`src/hdl/mexp_pkg.sv`:
```
// Shared types and constants for the modular exponentiation block.
`default_nettype none
package mexp_pkg;

    // Fixed field widths of the block's interface.
    localparam int BASE_BITS = 63;
    localparam int EXP_W     = 63;
    localparam int RESULT_W  = 31;
    localparam int PDATA_W   = 32;
    localparam int PADDR_W   = 3;

    // Value of the modulus register after reset.
    localparam logic [30:0] MOD_RESET = 31'd998244353;

    // Register index of the modulus, as decoded from paddr[2].
    localparam logic REG_MODULUS = 1'b0;

    // Status of a bit-serial unit.
    typedef struct packed {
        logic busy;
        logic done;
    } ser_status_t;

endpackage
`default_nettype wire

```
`src/hdl/mexp_reduce.sv`:
```
// Bit-serial reduction of the base modulo the modulus, one base bit per cycle.
`default_nettype none
module mexp_reduce #(
    parameter int W = 31
) (
    input  wire logic                              clk,
    input  wire logic                              rst_n,
    input  wire logic                              start,
    input  wire logic [mexp_pkg::BASE_BITS-1:0]    value,
    input  wire logic [W-1:0]                      modulus,
    output mexp_pkg::ser_status_t                  status,
    output logic [W-1:0]                           remainder
);
    import mexp_pkg::*;

    localparam int CNT_W = $clog2(BASE_BITS + 1);

    logic [BASE_BITS-1:0] shift_reg;
    logic [W-1:0]         rem_reg, rem_next;
    logic [CNT_W-1:0]     cnt_reg;
    logic                 run_reg;
    logic                 done_reg;
    logic [W:0]           dbl;

    // Shift in the next base bit and subtract the modulus once if needed.
    always_comb
    begin
        dbl = {rem_reg, shift_reg[BASE_BITS-1]};
        if (dbl >= {1'b0, modulus})
        begin
            dbl = dbl - {1'b0, modulus};
        end
        rem_next = dbl[W-1:0];
    end

    // Sequencing of the serial pass.
    always_ff @(posedge clk or negedge rst_n)
    begin
        if (!rst_n)
        begin
            run_reg  <= 1'b0;
            done_reg <= 1'b0;
            cnt_reg  <= '0;
        end
        else
        begin
            done_reg <= 1'b0;
            if (start)
            begin
                run_reg <= 1'b1;
                cnt_reg <= CNT_W'(BASE_BITS);
            end
            else if (run_reg)
            begin
                cnt_reg <= cnt_reg - CNT_W'(1);
                if (cnt_reg == CNT_W'(1))
                begin
                    run_reg  <= 1'b0;
                    done_reg <= 1'b1;
                end
            end
        end
    end

    // Datapath registers.
    always_ff @(posedge clk)
    begin
        if (start)
        begin
            shift_reg <= value;
            rem_reg   <= '0;
        end
        else if (run_reg)
        begin
            shift_reg <= {shift_reg[BASE_BITS-2:0], 1'b0};
            rem_reg   <= rem_next;
        end
    end

    assign status.busy = run_reg;
    assign status.done = done_reg;
    assign remainder   = rem_reg;

endmodule
`default_nettype wire

```
`src/hdl/mexp_mul.sv`:
```
// Bit-serial modular multiplier: scans the multiplier MSB first, one bit per cycle.
`default_nettype none
module mexp_mul #(
    parameter int W = 31
) (
    input  wire logic              clk,
    input  wire logic              rst_n,
    input  wire logic              start,
    input  wire logic [W-1:0]      x,
    input  wire logic [W-1:0]      y,
    input  wire logic [W-1:0]      modulus,
    output mexp_pkg::ser_status_t  status,
    output logic [W-1:0]           product
);
    import mexp_pkg::*;

    localparam int CNT_W = $clog2(W + 1);

    logic [W-1:0]     x_reg;
    logic [W-1:0]     y_reg;
    logic [W-1:0]     acc_reg, acc_next;
    logic [CNT_W-1:0] cnt_reg;
    logic             run_reg;
    logic             done_reg;
    logic [W:0]       dbl;
    logic [W:0]       sum;

    // acc = 2*acc + bit*x, reduced by a compare-subtract after the doubling and again after the addition.
    always_comb
    begin
        dbl = {acc_reg, 1'b0};
        if (dbl >= {1'b0, modulus})
        begin
            dbl = dbl - {1'b0, modulus};
        end
        sum = {1'b0, dbl[W-1:0]};
        if (y_reg[W-1])
        begin
            sum = sum + {1'b0, x_reg};
        end
        if (sum >= {1'b0, modulus})
        begin
            sum = sum - {1'b0, modulus};
        end
        acc_next = sum[W-1:0];
    end

    // Sequencing of the serial pass.
    always_ff @(posedge clk or negedge rst_n)
    begin
        if (!rst_n)
        begin
            run_reg  <= 1'b0;
            done_reg <= 1'b0;
            cnt_reg  <= '0;
        end
        else
        begin
            done_reg <= 1'b0;
            if (start)
            begin
                run_reg <= 1'b1;
                cnt_reg <= CNT_W'(W);
            end
            else if (run_reg)
            begin
                cnt_reg <= cnt_reg - CNT_W'(1);
                if (cnt_reg == CNT_W'(1))
                begin
                    run_reg  <= 1'b0;
                    done_reg <= 1'b1;
                end
            end
        end
    end

    // Datapath registers.
    always_ff @(posedge clk)
    begin
        if (start)
        begin
            x_reg   <= x;
            y_reg   <= y;
            acc_reg <= '0;
        end
        else if (run_reg)
        begin
            y_reg   <= {y_reg[W-2:0], 1'b0};
            acc_reg <= acc_next;
        end
    end

    assign status.busy = run_reg;
    assign status.done = done_reg;
    assign product     = acc_reg;

endmodule
`default_nettype wire

```
`src/hdl/modular_exponentiation.sv`:
```
// Top level of the modular exponentiation block: control, registers and APB port.
//
// Computes base^exponent mod modulus by right-to-left square-and-multiply. An item is
// accepted when start is high and busy is low; busy then stays high until the result
// appears on power_mod for exactly one cycle with done high, and the receiver cannot
// stall it. The next item can be accepted in the cycle after the result. The base is
// first reduced one bit per cycle over all 63 base bits, followed by a completion and a
// hand-off. Then each exponent bit costs one pass of the two bit-serial multipliers,
// which form the running product and the next square side by side: a start, the
// MOD_BITS multiplier bits in turn and a completion. A modulus below 2 gives 0 in the
// cycle after acceptance. The modulus register lies at byte address 0 and must be
// written only while busy is low.
`default_nettype none
module modular_exponentiation #(
    parameter int EXP_BITS = 63,
    parameter int MOD_BITS = 31
) (
    input  wire logic                              clk,
    input  wire logic                              rst_n,
    input  wire logic                              start,
    output logic                                   busy,
    input  wire logic [mexp_pkg::BASE_BITS-1:0]    base,
    input  wire logic [mexp_pkg::EXP_W-1:0]        exponent,
    output logic                                   done,
    output logic [mexp_pkg::RESULT_W-1:0]          power_mod,
    input  wire logic                              psel,
    input  wire logic                              penable,
    input  wire logic                              pwrite,
    input  wire logic [mexp_pkg::PADDR_W-1:0]      paddr,
    input  wire logic [mexp_pkg::PDATA_W-1:0]      pwdata,
    output logic [mexp_pkg::PDATA_W-1:0]           prdata,
    output logic                                   pready
);
    import mexp_pkg::*;

    typedef enum logic [3:0] {
        S_IDLE   = 4'b0001,
        S_REDUCE = 4'b0010,
        S_MULT   = 4'b0100,
        S_DONE   = 4'b1000
    } state_t;

    state_t              state_reg, state_next;
    logic [MOD_BITS-1:0] mod_reg;
    logic [EXP_BITS-1:0] exp_reg, exp_next;
    logic [MOD_BITS-1:0] prod_reg, prod_next;
    logic [MOD_BITS-1:0] sq_reg, sq_next;
    logic [MOD_BITS-1:0] result_reg, result_next;
    logic                red_start_next;
    logic                mul_start_reg, mul_start_next;

    ser_status_t         red_status;
    ser_status_t         pmul_status;
    ser_status_t         smul_status;
    logic [MOD_BITS-1:0] red_value;
    logic [MOD_BITS-1:0] pmul_value;
    logic [MOD_BITS-1:0] smul_value;
    logic                accept;
    logic                cfg_write;

    // Configuration port: single modulus register, writes complete in the access phase.
    assign pready    = 1'b1;
    assign cfg_write = psel && penable && pwrite && pready;

    always_ff @(posedge clk or negedge rst_n)
    begin
        if (!rst_n)
        begin
            mod_reg <= MOD_RESET[MOD_BITS-1:0];
        end
        else if (cfg_write && (paddr[2] == REG_MODULUS))
        begin
            mod_reg <= pwdata[MOD_BITS-1:0];
        end
    end

    always_comb
    begin
        if (paddr[2] == REG_MODULUS)
        begin
            prdata = PDATA_W'(mod_reg);
        end
        else
        begin
            prdata = '0;
        end
    end

    // Serial units: base reduction, running product lane and squaring lane.
    // The reduction unit loads the base at the accepting edge itself.
    mexp_reduce #(
        .W (MOD_BITS)
    ) u_reduce (
        .clk       (clk),
        .rst_n     (rst_n),
        .start     (red_start_next),
        .value     (base),
        .modulus   (mod_reg),
        .status    (red_status),
        .remainder (red_value)
    );

    mexp_mul #(
        .W (MOD_BITS)
    ) u_mul_prod (
        .clk     (clk),
        .rst_n   (rst_n),
        .start   (mul_start_reg),
        .x       (prod_reg),
        .y       (sq_reg),
        .modulus (mod_reg),
        .status  (pmul_status),
        .product (pmul_value)
    );

    mexp_mul #(
        .W (MOD_BITS)
    ) u_mul_sq (
        .clk     (clk),
        .rst_n   (rst_n),
        .start   (mul_start_reg),
        .x       (sq_reg),
        .y       (sq_reg),
        .modulus (mod_reg),
        .status  (smul_status),
        .product (smul_value)
    );

    assign accept = start && !busy;

    // Sequencer over the exponent bits.
    always_comb
    begin
        state_next     = state_reg;
        exp_next       = exp_reg;
        prod_next      = prod_reg;
        sq_next        = sq_reg;
        result_next    = result_reg;
        red_start_next = 1'b0;
        mul_start_next = 1'b0;
        case (state_reg)
            S_IDLE:
            begin
                if (accept)
                begin
                    if (mod_reg < MOD_BITS'(2))
                    begin
                        result_next = '0;
                        state_next  = S_DONE;
                    end
                    else
                    begin
                        exp_next       = exponent[EXP_BITS-1:0];
                        prod_next      = MOD_BITS'(1);
                        red_start_next = 1'b1;
                        state_next     = S_REDUCE;
                    end
                end
            end
            S_REDUCE:
            begin
                if (red_status.done)
                begin
                    sq_next = red_value;
                    if (exp_reg == '0)
                    begin
                        result_next = prod_reg;
                        state_next  = S_DONE;
                    end
                    else
                    begin
                        mul_start_next = 1'b1;
                        state_next     = S_MULT;
                    end
                end
            end
            S_MULT:
            begin
                if (pmul_status.done && smul_status.done)
                begin
                    if (exp_reg[0])
                    begin
                        prod_next = pmul_value;
                    end
                    sq_next  = smul_value;
                    exp_next = exp_reg >> 1;
                    if ((exp_reg >> 1) == '0)
                    begin
                        result_next = exp_reg[0] ? pmul_value : prod_reg;
                        state_next  = S_DONE;
                    end
                    else
                    begin
                        mul_start_next = 1'b1;
                    end
                end
            end
            S_DONE:
            begin
                state_next = S_IDLE;
            end
            default:
            begin
                state_next = S_IDLE;
            end
        endcase
    end

    always_ff @(posedge clk or negedge rst_n)
    begin
        if (!rst_n)
        begin
            state_reg     <= S_IDLE;
            mul_start_reg <= 1'b0;
        end
        else
        begin
            state_reg     <= state_next;
            mul_start_reg <= mul_start_next;
        end
    end

    always_ff @(posedge clk)
    begin
        exp_reg    <= exp_next;
        prod_reg   <= prod_next;
        sq_reg     <= sq_next;
        result_reg <= result_next;
    end

    // Result transfer lasts one cycle.
    assign busy      = (state_reg != S_IDLE);
    assign done      = (state_reg == S_DONE);
    assign power_mod = RESULT_W'(result_reg);

    // Checks on the sequencing.
    a_accept_busy: assert property (@(posedge clk) disable iff (!rst_n)
        accept |=> busy)
        else $error("busy not raised after an accepted item");

    a_done_pulse: assert property (@(posedge clk) disable iff (!rst_n)
        done |=> !done)
        else $error("result strobe longer than one cycle");

    a_done_after_busy: assert property (@(posedge clk) disable iff (!rst_n)
        done |-> $past(busy || accept))
        else $error("result without a preceding item");

    a_result_range: assert property (@(posedge clk) disable iff (!rst_n)
        (done && (mod_reg >= MOD_BITS'(2))) |-> (result_reg < mod_reg))
        else $error("result not reduced below the modulus");

    a_lanes_together: assert property (@(posedge clk) disable iff (!rst_n)
        pmul_status.done == smul_status.done)
        else $error("multiplier lanes out of step");

endmodule
`default_nettype wire
```
`config.mk`:
```
export PLATFORM = sky130hd
export DESIGN_NAME = modular_exponentiation
export DESIGN_NICKNAME = d
export VERILOG_FILES = /design/src/hdl/mexp_pkg.sv /design/src/hdl/mexp_reduce.sv /design/src/hdl/mexp_mul.sv /design/src/hdl/modular_exponentiation.sv
export SDC_FILE = /design/constraint.sdc
export NUM_CORES = 1
export LEC_CHECK = 0
export ABC_AREA = 1
export ABC_CLOCK_PERIOD_IN_PS = 8400
export BUFFER_PORTS_ARGS = -buffer_cell sky130_fd_sc_hd__buf_2
export CAP_MARGIN = 20
export CORE_MARGIN = 2
export CORE_UTILIZATION = 50
export CTS_BUF_LIST = sky130_fd_sc_hd__clkbuf_4 sky130_fd_sc_hd__clkbuf_8
export DETAILED_ROUTE_END_ITERATION = 10
export PLACE_DENSITY = 0.7
export REMOVE_ABC_BUFFERS = 1
export SLEW_MARGIN = 25
export SYNTH_ARGS = -nofsm -noshare
export SYNTH_HDL_FRONTEND = slang
export SYNTH_SLANG_ARGS = --single-unit
```
`constraint.sdc`:
```
create_clock -name clk -period 8.4 [get_ports clk]
set_input_delay 1.68 -clock clk [delete_from_list [all_inputs] [get_ports clk]]
set_output_delay 1.68 -clock clk [all_outputs]
set_load 0.03 [all_outputs]
```
## Yosys cells after proc, flatten, opt, wreduce, memory -nomap -nowiden

Index checks and enable logic that the tools add are counted.

- Bits in registers: 494
- Output and inout bits: 66
- Logic and storage cells: 146

- Add/subtract/negate cells: 10
- Order comparisons: 6
- Equal/unequal tests: 15
- Multiplexer cells: 72
- Bitwise operators: 1
- Reductions and logical operators: 18

Operators with widths:

| cell | count |
|---|---|
| two-way mux 31 bit | 22 |
| two-way mux 63 bit | 5 |
| >= comparator 32 x 31 -> 1 bit | 5 |
| subtractor 31 bit | 5 |
| zero test 63 bit | 2 |
| case mux 63 bit (2 select lines) | 1 |
| case mux 31 bit (2 select lines) | 2 |
| case mux 31 bit (3 select lines) | 1 |
| adder 31 x 31 -> 32 bit | 2 |
| two-way mux 32 bit | 2 |
| < comparator 31 x 2 -> 1 bit (second input constant) | 1 |
| two-way mux 1 bit | 25 |
| two-way mux 4 bit | 6 |
| two-way mux 5 bit | 4 |
| two-way mux 6 bit | 2 |
| inequality test 2 bit (second input constant) | 6 |
| case mux 4 bit (3 select lines) | 1 |
| equality test 5 x 1 -> 1 bit (second input constant) | 2 |
| nonzero test 2 bit | 5 |
| subtractor 5 x 1 -> 5 bit (second input constant) | 2 |
| AND reduction 4 bit | 2 |
| AND reduction 7 bit | 1 |
| equality test 6 x 1 -> 1 bit (second input constant) | 1 |
| subtractor 6 x 1 -> 6 bit (second input constant) | 1 |
| 12 further kinds | 16 |

## Depth between registers and ports, before layout

Gate-level depths: netlist of run 1.

- Depth in word-level cells: 6
- Mapped depth: 49
- Gate-level depth less buffers: 47

## Cells and area by module

Synthesis of run 1 repeated with hierarchy kept, for this count alone.

- Cells, all modules: 5772
- Area, all modules: 38988.6 um2

By module, submodules not included:

| module | times used | cells an instance | area an instance (um2) |
|---|---|---|---|
| mexp_mul (u_mul_sq) | 1 | 1872 | 11591.1 |
| mexp_mul (u_mul_prod) | 1 | 1881 | 11424.7 |
| modular_exponentiation | 1 | 936 | 8754.6 |
| mexp_reduce | 1 | 1083 | 7218.2 |

## Least setup slack after synthesis of run 1

Ideal clock, no wire load.

- Path kind: input-to-reg
- From: in start
- To: reg exp_reg[0] (enable)
- Setup time: 0.662 ns
- Data arrival time: 8.222 ns
- Data required time: 7.738 ns
- Slack: -0.484 ns
- Stages: 4
- Buffers on the path: 0
- Cell sequence: nor2_1 inv_1 nand2_1 nor3_1

- Cells in the longest elaborated chain, start to end: 3

RTL lines:

| item | line | source |
|---|---|---|
| start: declaration | modular_exponentiation.sv:20 | `input wire logic start,` |
| logical AND 1 bit | modular_exponentiation.sv:129 | `assign accept = start && !busy;` |
| inequality test 2 bit (no source line) | -- |  |
| AND reduction 4 bit (no source line) | -- |  |
| end signal: assignment | modular_exponentiation.sv:225 | `exp_reg <= exp_next;` |
| end: declaration | modular_exponentiation.sv:45 | `logic [EXP_BITS-1:0] exp_reg, exp_next;` |

No other way between the ends.
A chain may end at the register's enable or synchronous reset.

## Final worst setup path of run 1

- From: reg mod_reg[9]
- To: reg u_mul_sq.acc_reg[2], in the netlist u_mul_sq.product[2]

- Cells in the longest elaborated chain, start to end: 6

RTL lines:

| item | line | source |
|---|---|---|
| start: declaration | modular_exponentiation.sv:44 | `logic [MOD_BITS-1:0] mod_reg;` |
| start signal: assignment | modular_exponentiation.sv:69 | `mod_reg <= MOD_RESET[MOD_BITS-1:0];` |
| start signal: assignment | modular_exponentiation.sv:73 | `mod_reg <= pwdata[MOD_BITS-1:0];` |
| >= comparator 32 x 31 -> 1 bit / subtractor 31 bit (equally long branches) | mexp_mul.sv:32, mexp_mul.sv:34 |  |
| two-way mux 31 bit | mexp_mul.sv:32 | `if (dbl >= {1'b0, modulus})` |
| adder 31 x 31 -> 32 bit | mexp_mul.sv:39 | `sum = sum + {1'b0, x_reg};` |
| two-way mux 32 bit | mexp_mul.sv:37 | `if (y_reg[W-1])` |
| subtractor 31 bit / >= comparator 32 x 31 -> 1 bit (equally long branches) | mexp_mul.sv:43, mexp_mul.sv:41 |  |
| two-way mux 31 bit (*) | mexp_mul.sv:41 | `if (sum >= {1'b0, modulus})` |
| end signal: assignment | mexp_mul.sv:89 | `acc_reg <= acc_next;` |
| end: declaration | mexp_mul.sv:21 | `logic [W-1:0] acc_reg, acc_next;` |

Mark *: on every way between the ends. The rest lies on a longest branch, timed or not.

==> results.json, run 1 <==
{
  "setup_violations": 0,
  "finalMaxSlewViolations": 0,
  "fin_crit_sh_pct": 85.1,
  "coreArea_mm2": 0.0727,
  "cts_buffers": 88,
  "wl_per_cell_um": 19.8,
  "grt_pass1_wl_um": 194000,
  "worst_slack_ns": 1.25,
  "route.met3.wl_um": 13500,
  "worst_r2r_path_depth": 42,
  "yosys-top-cells-count": "nand2_1 (1916), inv_1 (672), nor2_1 (426)",
  "timing.critical_path.from": "mod_reg[9]",
  "highest_layer": "met5",
  "htreeDepth": 3,
  "p_clk_share_pct": 26.7,
  "yosysSeqAreaShare_pct": 37.3,
  "cpPeakStageDelay_ns": 0.56,
  "ant_nets": 0,
  "fmax_ghz": 0.140,
  "post_cts_resized": 0,
  "synth_edf_count": 343,
  "portBuffers": 227,
  "grt_pass1_vias": 32500,
  "synthTopCellsByArea": "edfxtp_1 (28%), nand2_1 (20%), ha_1 (7.6%)",
  "min_path_type": "reg2reg",
  "start_kind": "register",
  "ys_ff_latch": 494,
  "ir_worst_vdd_uv": 165,
  "track_usage_pct": 34.1,
  "cts_hold_buf": 0,
  "synth.most_common_cell": "nand2_1",
  "post_dp_cell_area_mm2": 0.0389,
  "nFillCells": 7191,
  "min-delay-start": "sq_reg[5]",
  "final_hold_viol_count": 0,
  "area_growth_pct": 11.4,
  "tightest_slew_ns": 0.925,
  "worst_setup_path_end_kind": "register",
  "synthCells": 5243,
  "viasPerCell": 5.45,
  "cts_num_sinks": 494,
  "hold_ws_ns": 0.450,
  "synth_area_mm2": 0.0366,
  "dieArea_mm2": 0.0753,
  "clockBufferDepth": 3,
  "wl_met2_um": 52700,
  "grt_max_degree": 98,
  "clk_latency_ns": 0.70,
  "combPwrFrac_pct": 34.9,
  "drive_above_1_share_pct": 9.05,
  "seq_power_share_pct": 38.4,
  "cts_tree": "yes",
  "cts_setup_buffers": 0,
  "final_cell_area_mm2": 0.0407,
  "grt.overflow.total": 0,
  "layout.nets": 5899,
  "p_int_mw": 5.48,
  "drc_errors": 0,
  "synth_flop_cell": "edfxtp_1",
  "p_leak_nw": 20.7,
  "sw_frac_of_total_pct": 38.2,
  "synth_top_area_share_pct": 28.2,
  "gp_congestion": 1.03,
  "timing.rr.start": "mod_reg[9]",
  "first_pass_iters": 8,
  "num_vias": 35600,
  "critPathMaxFanout": 32,
  "worstPathArrival_ns": 7.73,
  "wl_met1_um": 58300,
  "status": "finished, final reports clean",
  "reg2reg_to": "u_mul_sq.product[2]",
  "fin_util_pct": 56.0,
  "rows": 99,
  "antenna_found_initial": 11,
  "post-place-ws_ns": 1.45,
  "routed_wl_um": 129000,
  "clk_pin_slew_ns": 0.07,
  "drv_cap": 0,
  "fp.dieW_um": 274,
  "power.switching_mw": 3.38,
  "rsz0062_at_grt": "no",
  "initial_core_util_pct": 50.3,
  "crit_required_ns": 8.98,
  "rrSetupSlack_ns": 1.25,
  "synth_warnings": 0,
  "async_flop_share_pct": 11.7,
  "dp_hpwl_um": 103000,
  "crit_slowest_cell": "inv_1",
  "die_h_um": 274,
  "power_density_mw_per_mm2": 218,
  "drt_iter0_markers": 3894,
  "relSlewSlack_pct": 38.3,
  "pin_count": 233,
  "clockRootBuffer": "clkbuf_8",
  "yosys.area.top_type": "edfxtp_1",
  "synth_cell_types": 57,
  "crit_path_end": "u_mul_sq.product[2]",
  "fin_crit_ns": 7.15,
  "skew_ns": 0.0320,
  "avgSynthCellArea_um2": 6.97,
  "power_mw": 8.86,
  "cpMostUsedCell": "nand2_1",
  "crit_type": "reg2reg"
}
critical path, delay by kind of cell (launching register included):
kind | cells | cell delay (ns)
flip-flops | 1 | 0.37
adder cells (fa/ha/maj) | 4 | 1.30
AND/OR/NAND/NOR | 29 | 3.73
buffers and inverters | 8 | 1.37
AO/OA/AOI/OAI | 1 | 0.19
worst min path at each step:
| stage | to | slack, ns | depth (start not counted) |
|---|---|---|---|
| floorplan | u_mul_sq.x_reg[29] | 0.43 | 0 |
| global placement | u_mul_prod.x_reg[0] | 0.43 | 0 |
| detailed placement | u_mul_sq.x_reg[5] | 0.43 | 0 |
| CTS | u_mul_sq.x_reg[5] | 0.45 | 0 |
| global route | u_mul_sq.x_reg[26] | 0.46 | 0 |
| finish | u_mul_sq.x_reg[5] | 0.45 | 0 |
metrics by stage:
step / instances / setup TNS [ns]
after CTS: 6530 / 0
after floorplan: 5113 / -220.28
after detailed placement: 6371 / 0
final: 6535 / 0
after global placement: 6370 / 0
after global routing: 6534 / 0
kinds of logic (layout without fill, tap and decap cells):
| family | Yosys count | count (layout) | share of synthesized area, % |
|---|---|---|---|
| and+or+nand+nor | 2897 | 2897 | 32.5 |
| buffers and inverters | 814 | 1142 | 8.68 |
| AOI/OAI and AO/OA | 650 | 650 | 9.69 |
| DFF | 494 | 494 | 37.3 |
| adders and majority gates | 230 | 230 | 8.01 |
| xor gates and xnor gates | 126 | 126 | 3.02 |
| muxes | 30 | 30 | 0.821 |
| other | 2 | 7 | 0.0205 |
cell type report:
type	count	area (um2)	share of cell area, %
Clock inverter	47	384	0.943
Tap cell	959	1200	2.95
Timing Repair Buffer	299	1710	4.20
Clock buffer	112	1420	3.48
Inverter	684	2570	6.31
Sequential cell	494	13600	33.5
Antenna cell	5	12.5	0.0307
Multi-Input combinational cell	3935	19800	48.6
power groups by stage:
stage,combinational [mW],sequential [mW],clock [mW]
after floorplan,2.07,3.45,0
after global placement,2.99,3.43,0
after detailed placement,3.02,3.45,0
after global routing,3.41,3.45,2.50
after CTS,3.04,3.40,2.40
final,3.09,3.40,2.36
routing by layer:
| layer | up-vias | global-route usage [%] |
|---|---|---|
| li1 | 17600 | - |
| met1 | 16300 | 49.5 |
| met2 | 1463 | 49.2 |
| met3 | 241 | 7.93 |
| met4 | 10 | 12.3 |
| met5 | - | 0 |
layout by cell type (no fill, tap or decap), types with 8 or more instances in the layout:
master,Yosys,routed
xnor2_1,63,63
o21ai_0,231,231
o21ai_1,25,25
dfrtp_1,50,49
o21bai_1,35,35
dfxtp_1,93,93
clkinv_2,0,13
xor2_1,63,63
nor4_1,11,11
nand4_1,96,96
nand3b_1,17,17
nor2_2,7,11
nand3_1,334,334
o211ai_1,8,8
nor3_1,48,45
a21oi_1,283,283
edfxtp_1,343,343
buf_2,25,227
ha_1,223,223
clkbuf_4,0,20
nand2_1,1916,1916
buf_4,10,70
mux2i_1,30,30
clkinv_1,3,25
and2_1,8,8
nor2_1,426,421
dfstp_2,8,8
inv_2,9,8
a21boi_0,10,10
inv_1,672,672
clkbuf_8,0,92
a21o_1,25,25
No activity file was read; power rests on OpenSTA's default activity.
==> run 2: changes to the inputs <==
==> constraint.sdc (replaced) <==
create_clock -name clk -period 8.4 [get_ports clk]
set_input_delay 1.26 -clock clk [delete_from_list [all_inputs] [get_ports clk]]
set_output_delay 1.26 -clock clk [all_outputs]
set_load 0.03 [all_outputs]
==> results.json, run 2 (synthesized netlist as in run 1, its figures left out) <==
{
  "clockRootBuffer": "clkbuf_8",
  "instances_no_fill": 6541,
  "relSlewSlack_pct": 38.8,
  "p_leak_nw": 20.7,
  "start_kind": "register",
  "clk_pin_slew_ns": 0.06,
  "pin_count": 233,
  "drt_iter0_markers": 4133,
  "post_cts_resized": 0,
  "regArea_mm2": 0.0136,
  "setup_tns_ns": 0,
  "skew_ns": 0.0958,
  "final_common_cell": "nand2_1",
  "status": "finished, final reports clean",
  "fmax_ghz": 0.134,
  "ant_nets": 0,
  "drive_above_1_share_pct": 9.20,
  "htreeDepth": 3,
  "worst_setup_path_end_kind": "register",
  "multi_input_area_mm2": 0.0198,
  "cts_tree": "yes",
  "clockBufferDepth": 3,
  "routed_wl_um": 130000,
  "grt_max_degree": 118,
  "portBuffers": 227,
  "cpMostUsedCell": "nand2_1",
  "fin_crit_sh_pct": 88.9,
  "fin_crit_ns": 7.47,
  "area_growth_pct": 11.5,
  "dieArea_mm2": 0.0753,
  "crit_slowest_cell": "dfstp_2",
  "worstPathArrival_ns": 8.07,
  "cts_hold_buf": 0,
  "nFillCells": 7170,
  "num_vias": 35800,
  "hold_ws_ns": 0.418,
  "grt_pass1_vias": 32300,
  "drc_errors": 0,
  "wl_per_cell_um": 19.9,
  "tightest_slew_ns": 0.918,
  "clk_latency_ns": 0.79,
  "initial_core_util_pct": 50.3,
  "place_inst": 6372,
  "min_path_type": "reg2reg",
  "critPathMaxFanout": 17,
  "ir_worst_vdd_uv": 176,
  "cts_buffers": 87,
  "gp_congestion": 1.03,
  "die_h_um": 274,
  "final_hold_viol_count": 0,
  "grt_pass1_wl_um": 194000,
  "crit_type": "reg2reg",
  "track_usage_pct": 34.2,
  "setup_violations": 0,
  "viasPerCell": 5.47,
  "power_mw": 8.91,
  "finalMaxSlewViolations": 0,
  "drv_cap": 0,
  "rows": 99,
  "power_density_mw_per_mm2": 219,
  "dp_hpwl_um": 103000,
  "crit_required_ns": 9.00,
  "grt.overflow.total": 0,
  "fp.dieW_um": 274,
  "mostFrequentLayoutCells": "nand2_1 (1916), inv_1 (672), nor2_1 (421)",
  "crit_family": "simple AND/OR/NAND/NOR gates",
  "first_pass_iters": 6,
  "coreArea_mm2": 0.0727,
  "layout.nets": 5899,
  "rsz0062_at_grt": "no",
  "cts_num_sinks": 494,
  "cp_num_buf_inv": 5,
  "antenna_found_initial": 9,
  "cts_setup_buffers": 0,
  "cpPeakStageDelay_ns": 0.72
}
[run 2: cell count changes in the layout (fill, tap and decap cells not counted), sizes merged]
cell    delta
clkinv     +4
inv        +3
bufinv     -2
buf        +1
[run 2: stage by stage]
stage                     instance area (um2)  util [%]  setup WS (ns)
after CTS                               40800      56.1           1.10
final                                   40800      56.1          0.934
after global routing                    40800      56.1          0.446
after detailed placement                38900      53.5           1.12
after global placement                  38900      53.5           1.14
after floorplan                         36000         -          -2.34
[run 2: final timing paths]
kind	cells past startpoint	slack, ns	start	end
max	39	0.93	mod_reg[0]	u_mul_prod.product[3]
min	0	0.42	sq_reg[29]	u_mul_sq.x_reg[29]
max reg2reg	39	0.93	mod_reg[0]	u_mul_prod.product[3]
min reg2reg	0	0.42	sq_reg[29]	u_mul_sq.x_reg[29]
max in group asynchronous	2	6.97	rst_n	mul_start_reg
min in group asynchronous	2	0.73	rst_n	mod_reg[17]
[run 2: metal layers]
metal	share of wire (%)	vias up	global-route usage, %
met5	0.052	-	0
met4	3.1	10	10.6
met3	10	221	7.06
met2	41	1566	49.9
met1	45	16400	50.4
li1	-	17600	-
[run 2: layout make-up]
cell class | count | area share [%]
Multi-Input combinational cell | 3935 | 48.6
Sequential cell | 494 | 33.4
Inverter | 684 | 6.31
Timing Repair Buffer | 300 | 4.19
Clock buffer | 112 | 3.49
Tap cell | 959 | 2.94
Clock inverter | 52 | 1.05
Antenna cell | 5 | 0.0307
[run 2: report_power, final]
group / leakage, nW / switching [mW] / internal [mW] / total [mW]
registers: 4.53 / 0.209 / 3.20 / 3.41
logic: 15.2 / 2.11 / 0.988 / 3.10
clock network: 0.972 / 1.14 / 1.26 / 2.40
